### src/rtl/mlmc_pkg.sv
// Package: shared types, constants and the player frame function for the light controller.
package mlmc_pkg;

  localparam int unsigned SONG_COUNT = 4;
  localparam int unsigned SongW      = ($clog2(SONG_COUNT + 1) > 3) ?
                                       $clog2(SONG_COUNT + 1) : 3;

  localparam int unsigned CfgIdxW  = 2;
  localparam int unsigned CfgDataW = 16;

  // Register indexes
  localparam logic [CfgIdxW-1:0] REG_HOLD_TICKS   = 2'd0;
  localparam logic [CfgIdxW-1:0] REG_MOTION_TRACK = 2'd1;

  localparam logic [7:0]  HOLD_TICKS_RST   = 8'd150;
  localparam logic [15:0] MOTION_TRACK_RST = 16'd6;
  localparam logic [7:0]  THRESHOLD_RST    = 8'd50;
  localparam logic [6:0]  LEVEL_FULL       = 7'd100;
  localparam logic [10:0] SAMPLE_FULL      = 11'd1023;

  // Screens
  localparam logic [1:0] SCR_LIGHT  = 2'd0;
  localparam logic [1:0] SCR_THRESH = 2'd1;
  localparam logic [1:0] SCR_MUSIC  = 2'd2;

  // Frame bytes and serializer positions
  localparam logic [7:0] FRM_START = 8'h7E;
  localparam logic [7:0] FRM_VER   = 8'hFF;
  localparam logic [7:0] FRM_LEN   = 8'h06;
  localparam logic [7:0] FRM_CMD   = 8'h03;
  localparam logic [7:0] FRM_ACK   = 8'h00;
  localparam logic [7:0] FRM_END   = 8'hEF;

  localparam logic [3:0] IDX_FIRST  = 4'd0;
  localparam logic [3:0] IDX_STATUS = 4'd8;

  localparam logic KIND_STATUS = 1'b0;
  localparam logic KIND_FRAME  = 1'b1;

  typedef struct packed {
    logic       screen_press;
    logic       toggle_press;
    logic       up_press;
    logic       down_press;
    logic       motion_seen;
    logic [9:0] light_sample;
  } in_t;

  // Everything one tick produces: status after the tick plus frame request.
  typedef struct packed {
    logic        lamp_on;
    logic [1:0]  screen;
    logic [6:0]  level_percent;
    logic        manual_mode;
    logic [7:0]  threshold_value;
    logic [2:0]  song_number;
    logic        music_on;
    logic        motion_active;
    logic        send;
    logic [15:0] arg;
  } rec_t;

  function automatic logic [7:0] frame_byte(input logic [3:0] idx, input logic [15:0] arg);
    logic [7:0] b;
    case (idx)
      4'd0:    b = FRM_START;
      4'd1:    b = FRM_VER;
      4'd2:    b = FRM_LEN;
      4'd3:    b = FRM_CMD;
      4'd4:    b = FRM_ACK;
      4'd5:    b = arg[15:8];
      4'd6:    b = arg[7:0];
      4'd7:    b = FRM_END;
      default: b = 8'h00;
    endcase
    return b;
  endfunction

endpackage

### src/rtl/mlmc_if.sv
// Interfaces: tick input channel and result item output channel.
interface mlmc_in_if;
  logic       valid;
  logic       ready;
  logic       screen_press;
  logic       toggle_press;
  logic       up_press;
  logic       down_press;
  logic       motion_seen;
  logic [9:0] light_sample;

  modport source (output valid, screen_press, toggle_press, up_press, down_press,
                  motion_seen, light_sample, input ready);
  modport sink   (input valid, screen_press, toggle_press, up_press, down_press,
                  motion_seen, light_sample, output ready);
endinterface

interface mlmc_out_if;
  logic       valid;
  logic       ready;
  logic       item_kind;
  logic [7:0] frame_byte;
  logic       last;
  logic       lamp_on;
  logic [1:0] screen;
  logic [6:0] level_percent;
  logic       manual_mode;
  logic [7:0] threshold_value;
  logic [2:0] song_number;
  logic       music_on;
  logic       motion_active;

  modport source (output valid, item_kind, frame_byte, last, lamp_on, screen,
                  level_percent, manual_mode, threshold_value, song_number,
                  music_on, motion_active, input ready);
  modport sink   (input valid, item_kind, frame_byte, last, lamp_on, screen,
                  level_percent, manual_mode, threshold_value, song_number,
                  music_on, motion_active, output ready);
endinterface

### src/rtl/mlmc_step.sv
// Tick state update: screen, mode, lamp, hold, level, threshold, music and song registers.
module mlmc_step (
  input  logic                clk_i,
  input  logic                rst_ni,
  input  logic                fire_i,
  input  mlmc_pkg::in_t       in_i,
  input  logic [7:0]          hold_ticks_i,
  input  logic [15:0]         motion_track_i,
  output mlmc_pkg::rec_t      rec_o
);

  logic [1:0]               screen_q, screen_d;
  logic                     manual_q, manual_d;
  logic                     music_q, music_d;
  logic [7:0]               thresh_q, thresh_d;
  logic [mlmc_pkg::SongW-1:0] song_q, song_d, song_chk, song_up;
  logic [7:0]               hold_q, hold_d, hold_ld;
  logic                     lamp_q, lamp_d;
  logic [6:0]               level_q, level_d;

  logic [16:0] prod;
  logic [6:0]  quo0;
  logic [10:0] rem;
  logic [6:0]  quo;
  logic        trig, send;
  logic [15:0] arg;

  // sample*100/1023: take x>>10, then one correction step
  always_comb begin
    prod = {1'b0, in_i.light_sample, 6'd0} + {2'b0, in_i.light_sample, 5'd0}
         + {5'b0, in_i.light_sample, 2'd0};
    quo0 = prod[16:10];
    rem  = {1'b0, prod[9:0]} + {4'b0, quo0};
    quo  = quo0 + ((rem >= mlmc_pkg::SAMPLE_FULL) ? 7'd1 : 7'd0);
  end

  always_comb begin
    screen_d = screen_q;
    manual_d = manual_q;
    music_d  = music_q;
    thresh_d = thresh_q;
    song_d   = song_q;
    lamp_d   = lamp_q;
    level_d  = level_q;
    hold_ld  = hold_q;
    trig     = 1'b0;
    send     = 1'b0;
    arg      = motion_track_i;
    song_chk = song_q;
    song_up  = song_q;

    if (in_i.screen_press) begin
      screen_d = (screen_q >= mlmc_pkg::SCR_MUSIC) ? mlmc_pkg::SCR_LIGHT : screen_q + 2'd1;
    end

    case (screen_d)
      mlmc_pkg::SCR_LIGHT: begin
        level_d = mlmc_pkg::LEVEL_FULL - quo;
        if (in_i.toggle_press) manual_d = ~manual_q;
        if (in_i.motion_seen && (manual_d || ({1'b0, level_d} <= thresh_q))) begin
          lamp_d  = 1'b1;
          hold_ld = hold_ticks_i;
          trig    = 1'b1;
          send    = 1'b1;
        end else if (hold_q == 8'd0) begin
          lamp_d = 1'b0;
        end
      end
      mlmc_pkg::SCR_THRESH: begin
        thresh_d = thresh_q + {7'd0, in_i.up_press} - {7'd0, in_i.down_press};
      end
      default: begin
        if (in_i.toggle_press) music_d = ~music_q;
        if (music_d) begin
          if (song_q < mlmc_pkg::SongW'(1) || song_q > mlmc_pkg::SongW'(mlmc_pkg::SONG_COUNT))
            song_chk = mlmc_pkg::SongW'(1);
          song_up = song_chk;
          if (in_i.up_press)
            song_up = (song_chk == mlmc_pkg::SongW'(mlmc_pkg::SONG_COUNT)) ?
                      mlmc_pkg::SongW'(1) : song_chk + mlmc_pkg::SongW'(1);
          song_d = song_up;
          if (in_i.down_press)
            song_d = (song_up == mlmc_pkg::SongW'(1)) ?
                     mlmc_pkg::SongW'(mlmc_pkg::SONG_COUNT) : song_up - mlmc_pkg::SongW'(1);
          send = 1'b1;
          arg  = 16'(song_d);
        end
      end
    endcase

    hold_d = (hold_ld == 8'd0) ? 8'd0 : hold_ld - 8'd1;
  end

  always_ff @(posedge clk_i or negedge rst_ni) begin
    if (!rst_ni) begin
      screen_q <= mlmc_pkg::SCR_LIGHT;
      manual_q <= 1'b0;
      music_q  <= 1'b0;
      thresh_q <= mlmc_pkg::THRESHOLD_RST;
      song_q   <= mlmc_pkg::SongW'(1);
      hold_q   <= 8'd0;
      lamp_q   <= 1'b0;
      level_q  <= 7'd0;
    end else if (fire_i) begin
      screen_q <= screen_d;
      manual_q <= manual_d;
      music_q  <= music_d;
      thresh_q <= thresh_d;
      song_q   <= song_d;
      hold_q   <= hold_d;
      lamp_q   <= lamp_d;
      level_q  <= level_d;
    end
  end

  always_comb begin
    rec_o.lamp_on         = lamp_d;
    rec_o.screen          = screen_d;
    rec_o.level_percent   = level_d;
    rec_o.manual_mode     = manual_d;
    rec_o.threshold_value = thresh_d;
    rec_o.song_number     = song_d[2:0];
    rec_o.music_on        = music_d;
    rec_o.motion_active   = trig;
    rec_o.send            = send;
    rec_o.arg             = arg;
  end

endmodule

### src/rtl/mlmc_emit.sv
// Result serializer: eight frame bytes when requested, then the closing status item.
module mlmc_emit (
  input  logic            clk_i,
  input  logic            rst_ni,
  input  logic            load_i,
  input  mlmc_pkg::rec_t  rec_i,
  output logic            take_o,
  mlmc_out_if.source      out_o
);

  logic           valid_q;
  logic [3:0]     idx_q;
  mlmc_pkg::rec_t rec_q;
  logic           fire, at_status;

  assign fire      = valid_q && out_o.ready;
  assign at_status = (idx_q == mlmc_pkg::IDX_STATUS);
  assign take_o    = !valid_q || (fire && at_status);

  always_ff @(posedge clk_i or negedge rst_ni) begin
    if (!rst_ni) begin
      valid_q <= 1'b0;
      idx_q   <= mlmc_pkg::IDX_STATUS;
    end else if (load_i) begin
      valid_q <= 1'b1;
      idx_q   <= rec_i.send ? mlmc_pkg::IDX_FIRST : mlmc_pkg::IDX_STATUS;
    end else if (fire) begin
      if (at_status) valid_q <= 1'b0;
      else           idx_q   <= idx_q + 4'd1;
    end
  end

  always_ff @(posedge clk_i) begin
    if (load_i) rec_q <= rec_i;
  end

  always_comb begin
    out_o.valid           = valid_q;
    out_o.item_kind       = at_status ? mlmc_pkg::KIND_STATUS : mlmc_pkg::KIND_FRAME;
    out_o.frame_byte      = mlmc_pkg::frame_byte(idx_q, rec_q.arg);
    out_o.last            = at_status;
    out_o.lamp_on         = rec_q.lamp_on;
    out_o.screen          = rec_q.screen;
    out_o.level_percent   = rec_q.level_percent;
    out_o.manual_mode     = rec_q.manual_mode;
    out_o.threshold_value = rec_q.threshold_value;
    out_o.song_number     = rec_q.song_number;
    out_o.music_on        = rec_q.music_on;
    out_o.motion_active   = rec_q.motion_active;
  end

endmodule

### src/rtl/motion_light_mode_controller.sv
// Top level: motion light mode controller with input register, tick buffer and serializer.
//
// Usage:
//   in_i   carries one 100 ms tick per item: button presses, a motion flag and a
//          10-bit light sample. Taken when valid and ready are both high.
//   out_o  returns the items of each tick: eight player frame bytes
//          (7E FF 06 03 00 hi lo EF) when the tick sends a frame, then one
//          status item with last set. Every item carries the state after the tick.
//   cfg    cfg_we_i writes cfg_data_i into register cfg_idx_i on the clock edge:
//          index 0 hold_ticks, index 1 motion_track; other indexes are ignored.
// Path: an accepted item is registered in the input register, updated in one pass
//   into the tick buffer, then loaded into the serializer, which shows its first result.
// Throughput: the serializer sends one result per cycle while out_o.ready is high,
//   so a tick gives nine items with a frame and one without; the input register
//   and tick buffer keep two further ticks queued while the serializer works.
// Reset (rst_ni low, asynchronous): screen 0, auto mode, music off, threshold 50,
//   song 1, lamp off, level 0, hold_ticks 150, motion_track 6; all stages empty.
// Stall: when out_o.ready is low the current item holds; the buffer and input
//   register fill, then in_i.ready drops until the receiver drains.
module motion_light_mode_controller (
  input  logic                          clk_i,
  input  logic                          rst_ni,
  mlmc_in_if.sink                       in_i,
  mlmc_out_if.source                    out_o,
  input  logic                          cfg_we_i,
  input  logic [mlmc_pkg::CfgIdxW-1:0]  cfg_idx_i,
  input  logic [mlmc_pkg::CfgDataW-1:0] cfg_data_i
);

  // Configuration registers
  logic [7:0]  hold_ticks_q;
  logic [15:0] motion_track_q;

  always_ff @(posedge clk_i or negedge rst_ni) begin
    if (!rst_ni) begin
      hold_ticks_q   <= mlmc_pkg::HOLD_TICKS_RST;
      motion_track_q <= mlmc_pkg::MOTION_TRACK_RST;
    end else if (cfg_we_i) begin
      case (cfg_idx_i)
        mlmc_pkg::REG_HOLD_TICKS:   hold_ticks_q   <= cfg_data_i[7:0];
        mlmc_pkg::REG_MOTION_TRACK: motion_track_q <= cfg_data_i;
        default: ;
      endcase
    end
  end

  // Stage handshakes: input register -> state update -> tick buffer -> serializer
  logic           in_valid_q;
  mlmc_pkg::in_t  in_q;
  logic           rec_valid_q;
  mlmc_pkg::rec_t rec_q;
  mlmc_pkg::rec_t step_rec;
  logic           step_fire, xfer, emit_take, in_fire;

  assign xfer      = rec_valid_q && emit_take;
  assign step_fire = in_valid_q && (!rec_valid_q || xfer);
  assign in_i.ready = !in_valid_q || step_fire;
  assign in_fire   = in_i.valid && in_i.ready;

  always_ff @(posedge clk_i or negedge rst_ni) begin
    if (!rst_ni) begin
      in_valid_q  <= 1'b0;
      rec_valid_q <= 1'b0;
    end else begin
      if (in_fire)        in_valid_q <= 1'b1;
      else if (step_fire) in_valid_q <= 1'b0;
      if (step_fire)      rec_valid_q <= 1'b1;
      else if (xfer)      rec_valid_q <= 1'b0;
    end
  end

  always_ff @(posedge clk_i) begin
    if (in_fire) begin
      in_q.screen_press <= in_i.screen_press;
      in_q.toggle_press <= in_i.toggle_press;
      in_q.up_press     <= in_i.up_press;
      in_q.down_press   <= in_i.down_press;
      in_q.motion_seen  <= in_i.motion_seen;
      in_q.light_sample <= in_i.light_sample;
    end
    if (step_fire) rec_q <= step_rec;
  end

  mlmc_step u_step (
    .clk_i          (clk_i),
    .rst_ni         (rst_ni),
    .fire_i         (step_fire),
    .in_i           (in_q),
    .hold_ticks_i   (hold_ticks_q),
    .motion_track_i (motion_track_q),
    .rec_o          (step_rec)
  );

  mlmc_emit u_emit (
    .clk_i  (clk_i),
    .rst_ni (rst_ni),
    .load_i (xfer),
    .rec_i  (rec_q),
    .take_o (emit_take),
    .out_o  (out_o)
  );

`ifndef SYNTH
  // A ready tick buffer is never overwritten before the serializer takes it.
  a_no_overwrite: assert property (@(posedge clk_i) disable iff (!rst_ni)
    step_fire |-> (!rec_valid_q || xfer))
    else $error("tick buffer overwritten");

  // The closing item of a tick is always a status item.
  a_last_status: assert property (@(posedge clk_i) disable iff (!rst_ni)
    (out_o.valid && out_o.last) |-> (out_o.item_kind == mlmc_pkg::KIND_STATUS))
    else $error("last item is not a status item");

  // Screen stays in its three values.
  a_screen_range: assert property (@(posedge clk_i) disable iff (!rst_ni)
    out_o.valid |-> (out_o.screen != 2'd3))
    else $error("screen out of range");

  // An accepted tick is held in the input register next cycle.
  a_in_held: assert property (@(posedge clk_i) disable iff (!rst_ni)
    in_fire |=> in_valid_q)
    else $error("accepted tick lost");

  // A buffered tick reaches the serializer once it finishes its current tick.
  a_xfer: assert property (@(posedge clk_i) disable iff (!rst_ni)
    (rec_valid_q && !out_o.valid) |-> xfer)
    else $error("serializer idle with tick waiting");
`endif

endmodule

### src/flat_wrapper.sv
// flat-port wrapper written by rule: the top's interface ports become plain ports
module motion_light_mode_controller_flat 
  (clk_i, rst_ni, cfg_we_i, cfg_idx_i, cfg_data_i, in_i_valid, in_i_screen_press, in_i_toggle_press, in_i_up_press, in_i_down_press, in_i_motion_seen, in_i_light_sample, in_i_ready, out_o_valid, out_o_item_kind, out_o_frame_byte, out_o_last, out_o_lamp_on, out_o_screen, out_o_level_percent, out_o_manual_mode, out_o_threshold_value, out_o_song_number, out_o_music_on, out_o_motion_active, out_o_ready);
  mlmc_in_if in_i_i ();
  mlmc_out_if out_o_i ();
  input  logic clk_i;
  input  logic rst_ni;
  input  logic cfg_we_i;
  input  logic [mlmc_pkg::CfgIdxW-1:0] cfg_idx_i;
  input  logic [mlmc_pkg::CfgDataW-1:0] cfg_data_i;
  input wire logic [$bits(in_i_i.valid)-1:0] in_i_valid;
  input wire logic [$bits(in_i_i.screen_press)-1:0] in_i_screen_press;
  input wire logic [$bits(in_i_i.toggle_press)-1:0] in_i_toggle_press;
  input wire logic [$bits(in_i_i.up_press)-1:0] in_i_up_press;
  input wire logic [$bits(in_i_i.down_press)-1:0] in_i_down_press;
  input wire logic [$bits(in_i_i.motion_seen)-1:0] in_i_motion_seen;
  input wire logic [$bits(in_i_i.light_sample)-1:0] in_i_light_sample;
  output wire logic [$bits(in_i_i.ready)-1:0] in_i_ready;
  output wire logic [$bits(out_o_i.valid)-1:0] out_o_valid;
  output wire logic [$bits(out_o_i.item_kind)-1:0] out_o_item_kind;
  output wire logic [$bits(out_o_i.frame_byte)-1:0] out_o_frame_byte;
  output wire logic [$bits(out_o_i.last)-1:0] out_o_last;
  output wire logic [$bits(out_o_i.lamp_on)-1:0] out_o_lamp_on;
  output wire logic [$bits(out_o_i.screen)-1:0] out_o_screen;
  output wire logic [$bits(out_o_i.level_percent)-1:0] out_o_level_percent;
  output wire logic [$bits(out_o_i.manual_mode)-1:0] out_o_manual_mode;
  output wire logic [$bits(out_o_i.threshold_value)-1:0] out_o_threshold_value;
  output wire logic [$bits(out_o_i.song_number)-1:0] out_o_song_number;
  output wire logic [$bits(out_o_i.music_on)-1:0] out_o_music_on;
  output wire logic [$bits(out_o_i.motion_active)-1:0] out_o_motion_active;
  input wire logic [$bits(out_o_i.ready)-1:0] out_o_ready;
  assign in_i_i.valid = in_i_valid;
  assign in_i_i.screen_press = in_i_screen_press;
  assign in_i_i.toggle_press = in_i_toggle_press;
  assign in_i_i.up_press = in_i_up_press;
  assign in_i_i.down_press = in_i_down_press;
  assign in_i_i.motion_seen = in_i_motion_seen;
  assign in_i_i.light_sample = in_i_light_sample;
  assign in_i_ready = in_i_i.ready;
  assign out_o_valid = out_o_i.valid;
  assign out_o_item_kind = out_o_i.item_kind;
  assign out_o_frame_byte = out_o_i.frame_byte;
  assign out_o_last = out_o_i.last;
  assign out_o_lamp_on = out_o_i.lamp_on;
  assign out_o_screen = out_o_i.screen;
  assign out_o_level_percent = out_o_i.level_percent;
  assign out_o_manual_mode = out_o_i.manual_mode;
  assign out_o_threshold_value = out_o_i.threshold_value;
  assign out_o_song_number = out_o_i.song_number;
  assign out_o_music_on = out_o_i.music_on;
  assign out_o_motion_active = out_o_i.motion_active;
  assign out_o_i.ready = out_o_ready;
  motion_light_mode_controller u_core (.clk_i(clk_i), .rst_ni(rst_ni), .in_i(in_i_i), .out_o(out_o_i), .cfg_we_i(cfg_we_i), .cfg_idx_i(cfg_idx_i), .cfg_data_i(cfg_data_i));
endmodule
### config.mk
export PLATFORM = sky130hd
export DESIGN_NAME = motion_light_mode_controller_flat
export DESIGN_NICKNAME = d
export VERILOG_FILES = /design/src/rtl/mlmc_pkg.sv /design/src/rtl/mlmc_if.sv /design/src/rtl/mlmc_step.sv /design/src/rtl/mlmc_emit.sv /design/src/rtl/motion_light_mode_controller.sv /design/src/flat_wrapper.sv
export SDC_FILE = /design/constraint.sdc
export NUM_CORES = 1
export LEC_CHECK = 0
export ABC_AREA = 1
export BUFFER_PORTS_ARGS = -buffer_cell sky130_fd_sc_hd__buf_2
export CORE_MARGIN = 2
export CORE_UTILIZATION = 55
export CTS_BUF_LIST = sky130_fd_sc_hd__clkbuf_4 sky130_fd_sc_hd__clkbuf_8 sky130_fd_sc_hd__clkbuf_16
export DETAILED_ROUTE_END_ITERATION = 7
export GPL_TIMING_DRIVEN = 0
export MAX_ROUTING_LAYER = met4
export PLACE_DENSITY = 0.75
export REMOVE_ABC_BUFFERS = 1
export SKIP_LAST_GASP = 1
export SYNTH_ARGS = -nofsm -noshare
export SYNTH_HDL_FRONTEND = slang
export SYNTH_SLANG_ARGS = --single-unit
### constraint.sdc
create_clock -name clk_i -period 7.38 [get_ports clk_i]
set_input_delay 1.107 -clock clk_i [delete_from_list [all_inputs] [get_ports clk_i]]
set_output_delay 1.107 -clock clk_i [all_outputs]
set_load 0.02 [all_outputs]
==> results.rst <==
.. list-table::
   :header-rows: 1

   * - Metric
     - Value
   * - Worst Setup Slack, final
     - 0.770 ns
   * - Leakage power
     - 4.25 nW
   * - Critical Path AT
     - 6.93 ns
   * - Max Cap Viol
     - 0
   * - Resize count post-CTS
     - 0
   * - Placement Cell Area
     - 0.00860 mm^2
   * - Horizontal extent of the die
     - 126 um
   * - Worst setup path class
     - flip-flop to flip-flop
   * - Count of final setup violators
     - 0
   * - Number of global-route vias before repair
     - 5295
   * - Overall power of the completed layout
     - 0.00460 W
   * - # diodes
     - 0
   * - Effective utilization at floorplan
     - 0.565
   * - Pins over their slew limit
     - 0
   * - Height of the chip
     - 126 um
   * - Combinational group share of total power
     - 0.519
   * - Final routed wirelength across all metal layers
     - 14900 um
   * - Antenna Nets Post-Route
     - 0
   * - Primary flip-flop cell chosen by synthesis mapping
     - sky130_fd_sc_hd__edfxtp_1
   * - First drt pass iteration count
     - 5
   * - Final standard cell area without fillers
     - 0.00917 mm^2
   * - Hold-fix buffers at CTS
     - 0
   * - Worst-case clock skew
     - 0.00793 ns
   * - Number of different library cells in the post-synthesis netlist
     - 43
   * - Cell types with the largest area share after synthesis
     - sky130_fd_sc_hd__edfxtp_1, sky130_fd_sc_hd__dfrtp_1, sky130_fd_sc_hd__nand2_1, sky130_fd_sc_hd__ha_1, sky130_fd_sc_hd__inv_1
   * - Crit-path max FO
     - 14
   * - Hold wc startpoint
     - u_core.rec_q[33]
   * - Reg-to-reg critical path endpoint
     - u_core.u_step.hold_q[6]
   * - Most common cell on crit path
     - sky130_fd_sc_hd__nand2_1
   * - Sequential Power Share
     - 0.303
   * - Cell internal pwr
     - 0.00257 W
   * - Pwr Density
     - 502 mW/mm^2
   * - Slack of the worst reg-to-reg path
     - 0.77 ns
   * - Critical path startpoint category
     - flip-flop
   * - Part of the Yosys area used for sequential elements
     - 0.542
   * - Fraction of layout cells with a size suffix above 1
     - 0.154
   * - FILL cells
     - 1194
   * - Clock root buffer master
     - sky130_fd_sc_hd__clkbuf_16
   * - Cell type with the highest aggregate area in the netlist
     - sky130_fd_sc_hd__edfxtp_1
   * - Share of the clock period used by the worst path
     - 0.896
   * - TritonCTS sink count
     - 158
   * - Number of enable-type register cells in the synthesized netlist
     - 96
   * - WP data required
     - 7.70 ns
   * - Run status
     - complete, no violations
   * - Worst r2r src
     - u_core.in_q[1]
   * - Via count of the routed design
     - 5688
   * - Post-CTS Setup Bufs
     - 0
   * - Avg Synthesized Cell Area
     - 9.62 um^2
   * - Clock Power Share
     - 0.178
   * - Worst Hold Endpoint
     - u_core.u_emit.out_o.level_percent[2]
   * - TNS Setup
     - 0 ns
   * - Final RePlAce weighted congestion
     - 0.876
   * - Final standard cell utilization of the core
     - 0.631
   * - Per-cell routed wire length
     - 13.5 um
   * - Asr flop ratio synth
     - 0.392
   * - Maximum number of pins on one net before global-route repair
     - 80
   * - Worst reg2reg path depth
     - 41
   * - Drt initial violations
     - 344
   * - Hold Violations, Final
     - 0
   * - Final layout net count
     - 1006
   * - Largest voltage drop on the vdd net
     - 0.247 mV
   * - Deepest level of the CTS H-tree
     - 4
   * - Library cell with the highest instance count after synthesis
     - sky130_fd_sc_hd__nand2_1
   * - Number of CTS-inserted buffers
     - 17
   * - Slowest CP cell
     - sky130_fd_sc_hd__edfxtp_1
   * - Share of the synthesized area in the top cell type
     - 0.351
   * - Global-route wire length before repair
     - 24900 um
   * - Die outline area
     - 0.0159 mm^2
   * - Hold Path Class
     - flip-flop to flip-flop
   * - Largest stage delay on the critical path
     - 0.50 ns
   * - Worst Setup Slack post-DPL
     - 0.756 ns
   * - Clock transition at the register clock pins on the worst setup and hold paths after CTS
     - 0.06 ns
   * - Warnings from Yosys
     - 0
   * - Global-route usage over all layers
     - 0.204
   * - Cell depth of the worst min-delay path
     - 0
   * - PortBufs
     - 73
   * - Minimum period implied by the final worst setup slack
     - 6.61 ns
   * - RSZ-0062 raised after global routing
     - no
   * - Slew at the pin closest to its max-slew limit
     - 1.02 ns
   * - Detailed placer's ending HPWL
     - 10600 um
   * - Core Box Area
     - 0.0145 mm^2
   * - Area growth from synthesis to layout
     - 11.7%
   * - IO Count
     - 74
   * - Site row count
     - 44
   * - Worst skew pair latency
     - 0.43 ns
   * - Total grt overflow
     - 0
   * - Sw frac
     - 0.442
   * - Category of the worst setup path capture point
     - flip-flop
   * - Number of standard cells after synthesis
     - 853
   * - Residual DRC
     - 0
   * - Slew margin rel.
     - 0.320
   * - Vias per cell
     - 5.13
   * - Commonest cells in the synthesized netlist
     - sky130_fd_sc_hd__nand2_1, sky130_fd_sc_hd__inv_1, sky130_fd_sc_hd__edfxtp_1
   * - Clock buffer depth
     - 2
   * - Fmax achieved
     - 151 MHz
   * - CTS tree
     - done
   * - Synth Cell Area
     - 0.00821 mm^2
   * - Switching power
     - 0.00203 W
   * - Number of antenna violations at the first check in global routing
     - 0
   * - Number of synthesized register bits
     - 158
power by group through the flow:
stage               Clock [W]  Sequential [W]  Combinational, W
floorplan                   0         0.00140           0.00180
global placement            0         0.00141           0.00227
detailed placement          0         0.00142           0.00236
CTS                  0.000826         0.00140           0.00238
global route         0.000866         0.00142           0.00276
finish               0.000818         0.00140           0.00239
metal layers:
layer,GRT usage,up-vias,wire (um),part of all wire
met5,-,-,0,0
met3,0.0442,25,744,0.050
met4,0.0718,0,293,0.020
li1,-,2899,-,-
met1,0.264,2627,6850,0.46
met2,0.323,137,7060,0.47
logic make-up after synthesis:
kind of cell	after synthesis	share of synthesized area
XOR/XNOR	16	0.0171
flip-flops	158	0.542
adder cells (fa/ha/maj)	57	0.0951
buffers and inverters	155	0.0842
AO/OA/AOI/OAI	107	0.0724
AND/OR/NAND/NOR	360	0.189
cell type report:
cell class	count	area (um^2)	share of cell area
inverters	119	448	0.0489
flip-flops and latches	158	4450	0.485
clock inverters	15	125	0.0136
repair buffers	75	415	0.0453
well taps	184	230	0.0251
multi-input cells	540	3080	0.335
clock buffers	17	425	0.0464
registers in the layout (all words and copies together) (netlist names), 2 cells and up:
signal	flops
u_core.u_step.screen_q	2
u_core.u_emit.rec_q	16
u_core.u_step.hold_q	8
u_core.hold_ticks_q	8
u_core.rec_q	41
u_core.u_emit.out_o.song_number	3
u_core.u_emit.out_o.screen	2
u_core.u_step.thresh_q	8
u_core.in_q	15
u_core.motion_track_q	16
u_core.u_emit.out_o.level_percent	7
u_core.u_emit.out_o.threshold_value	8
u_core.u_step.level_q	7
u_core.u_step.song_q	3
u_core.u_emit.idx_q	4
worst max-delay path, delay by kind of cell (launching register included):
kind	cells	cell delay [ns]
DFF	1	0.50
and+or+nand+nor	24	2.59
xor gates and xnor gates	1	0.25
buffers and inverters	4	0.29
AOI/OAI and AO/OA	3	0.32
adders and majority gates	9	2.51
cells in the final DEF, fill, tap and decap left out, drive strengths merged, types with 2 or more instances in the layout:
master,instances
nand2,234
inv,126
edfxtp,96
buf,75
o21ai,68
dfrtp,51
nor2,51
ha,48
nand3,45
a21oi,24
clkbuf,17
nand3b,13
dfstp,11
fa,9
xor2,8
xnor2,8
nand4,7
or2,5
clkinv,5
a221o,4
o211ai,4
clkinvlp,3
nor3,3
o22ai,2
per-stage QoR:
step                      std cells  hold WS [ns]
final                          1108         0.417
after global routing           1108         0.423
after CTS                      1107         0.419
after detailed placement       1075         0.405
after global placement         1074         0.401
after floorplan                 817         0.400
how the worst max path moves through the flow:
| stage | depth (start not counted) | start | endpoint | slack, ns |
|---|---|---|---|---|
| after CTS | 41 | u_core.in_q[1] | u_core.u_step.hold_q[0] | 0.73 |
| after global placement | 41 | u_core.in_q[1] | u_core.u_step.hold_q[0] | 0.92 |
| after global routing | 41 | u_core.in_q[1] | u_core.u_step.hold_q[5] | 0.03 |
| after floorplan | 41 | u_core.in_q[1] | u_core.u_step.hold_q[0] | 1.65 |
| final | 41 | u_core.in_q[1] | u_core.u_step.hold_q[6] | 0.77 |
| after detailed placement | 41 | u_core.in_q[1] | u_core.u_step.hold_q[0] | 0.76 |
Power figures use the tool's default switching activity.
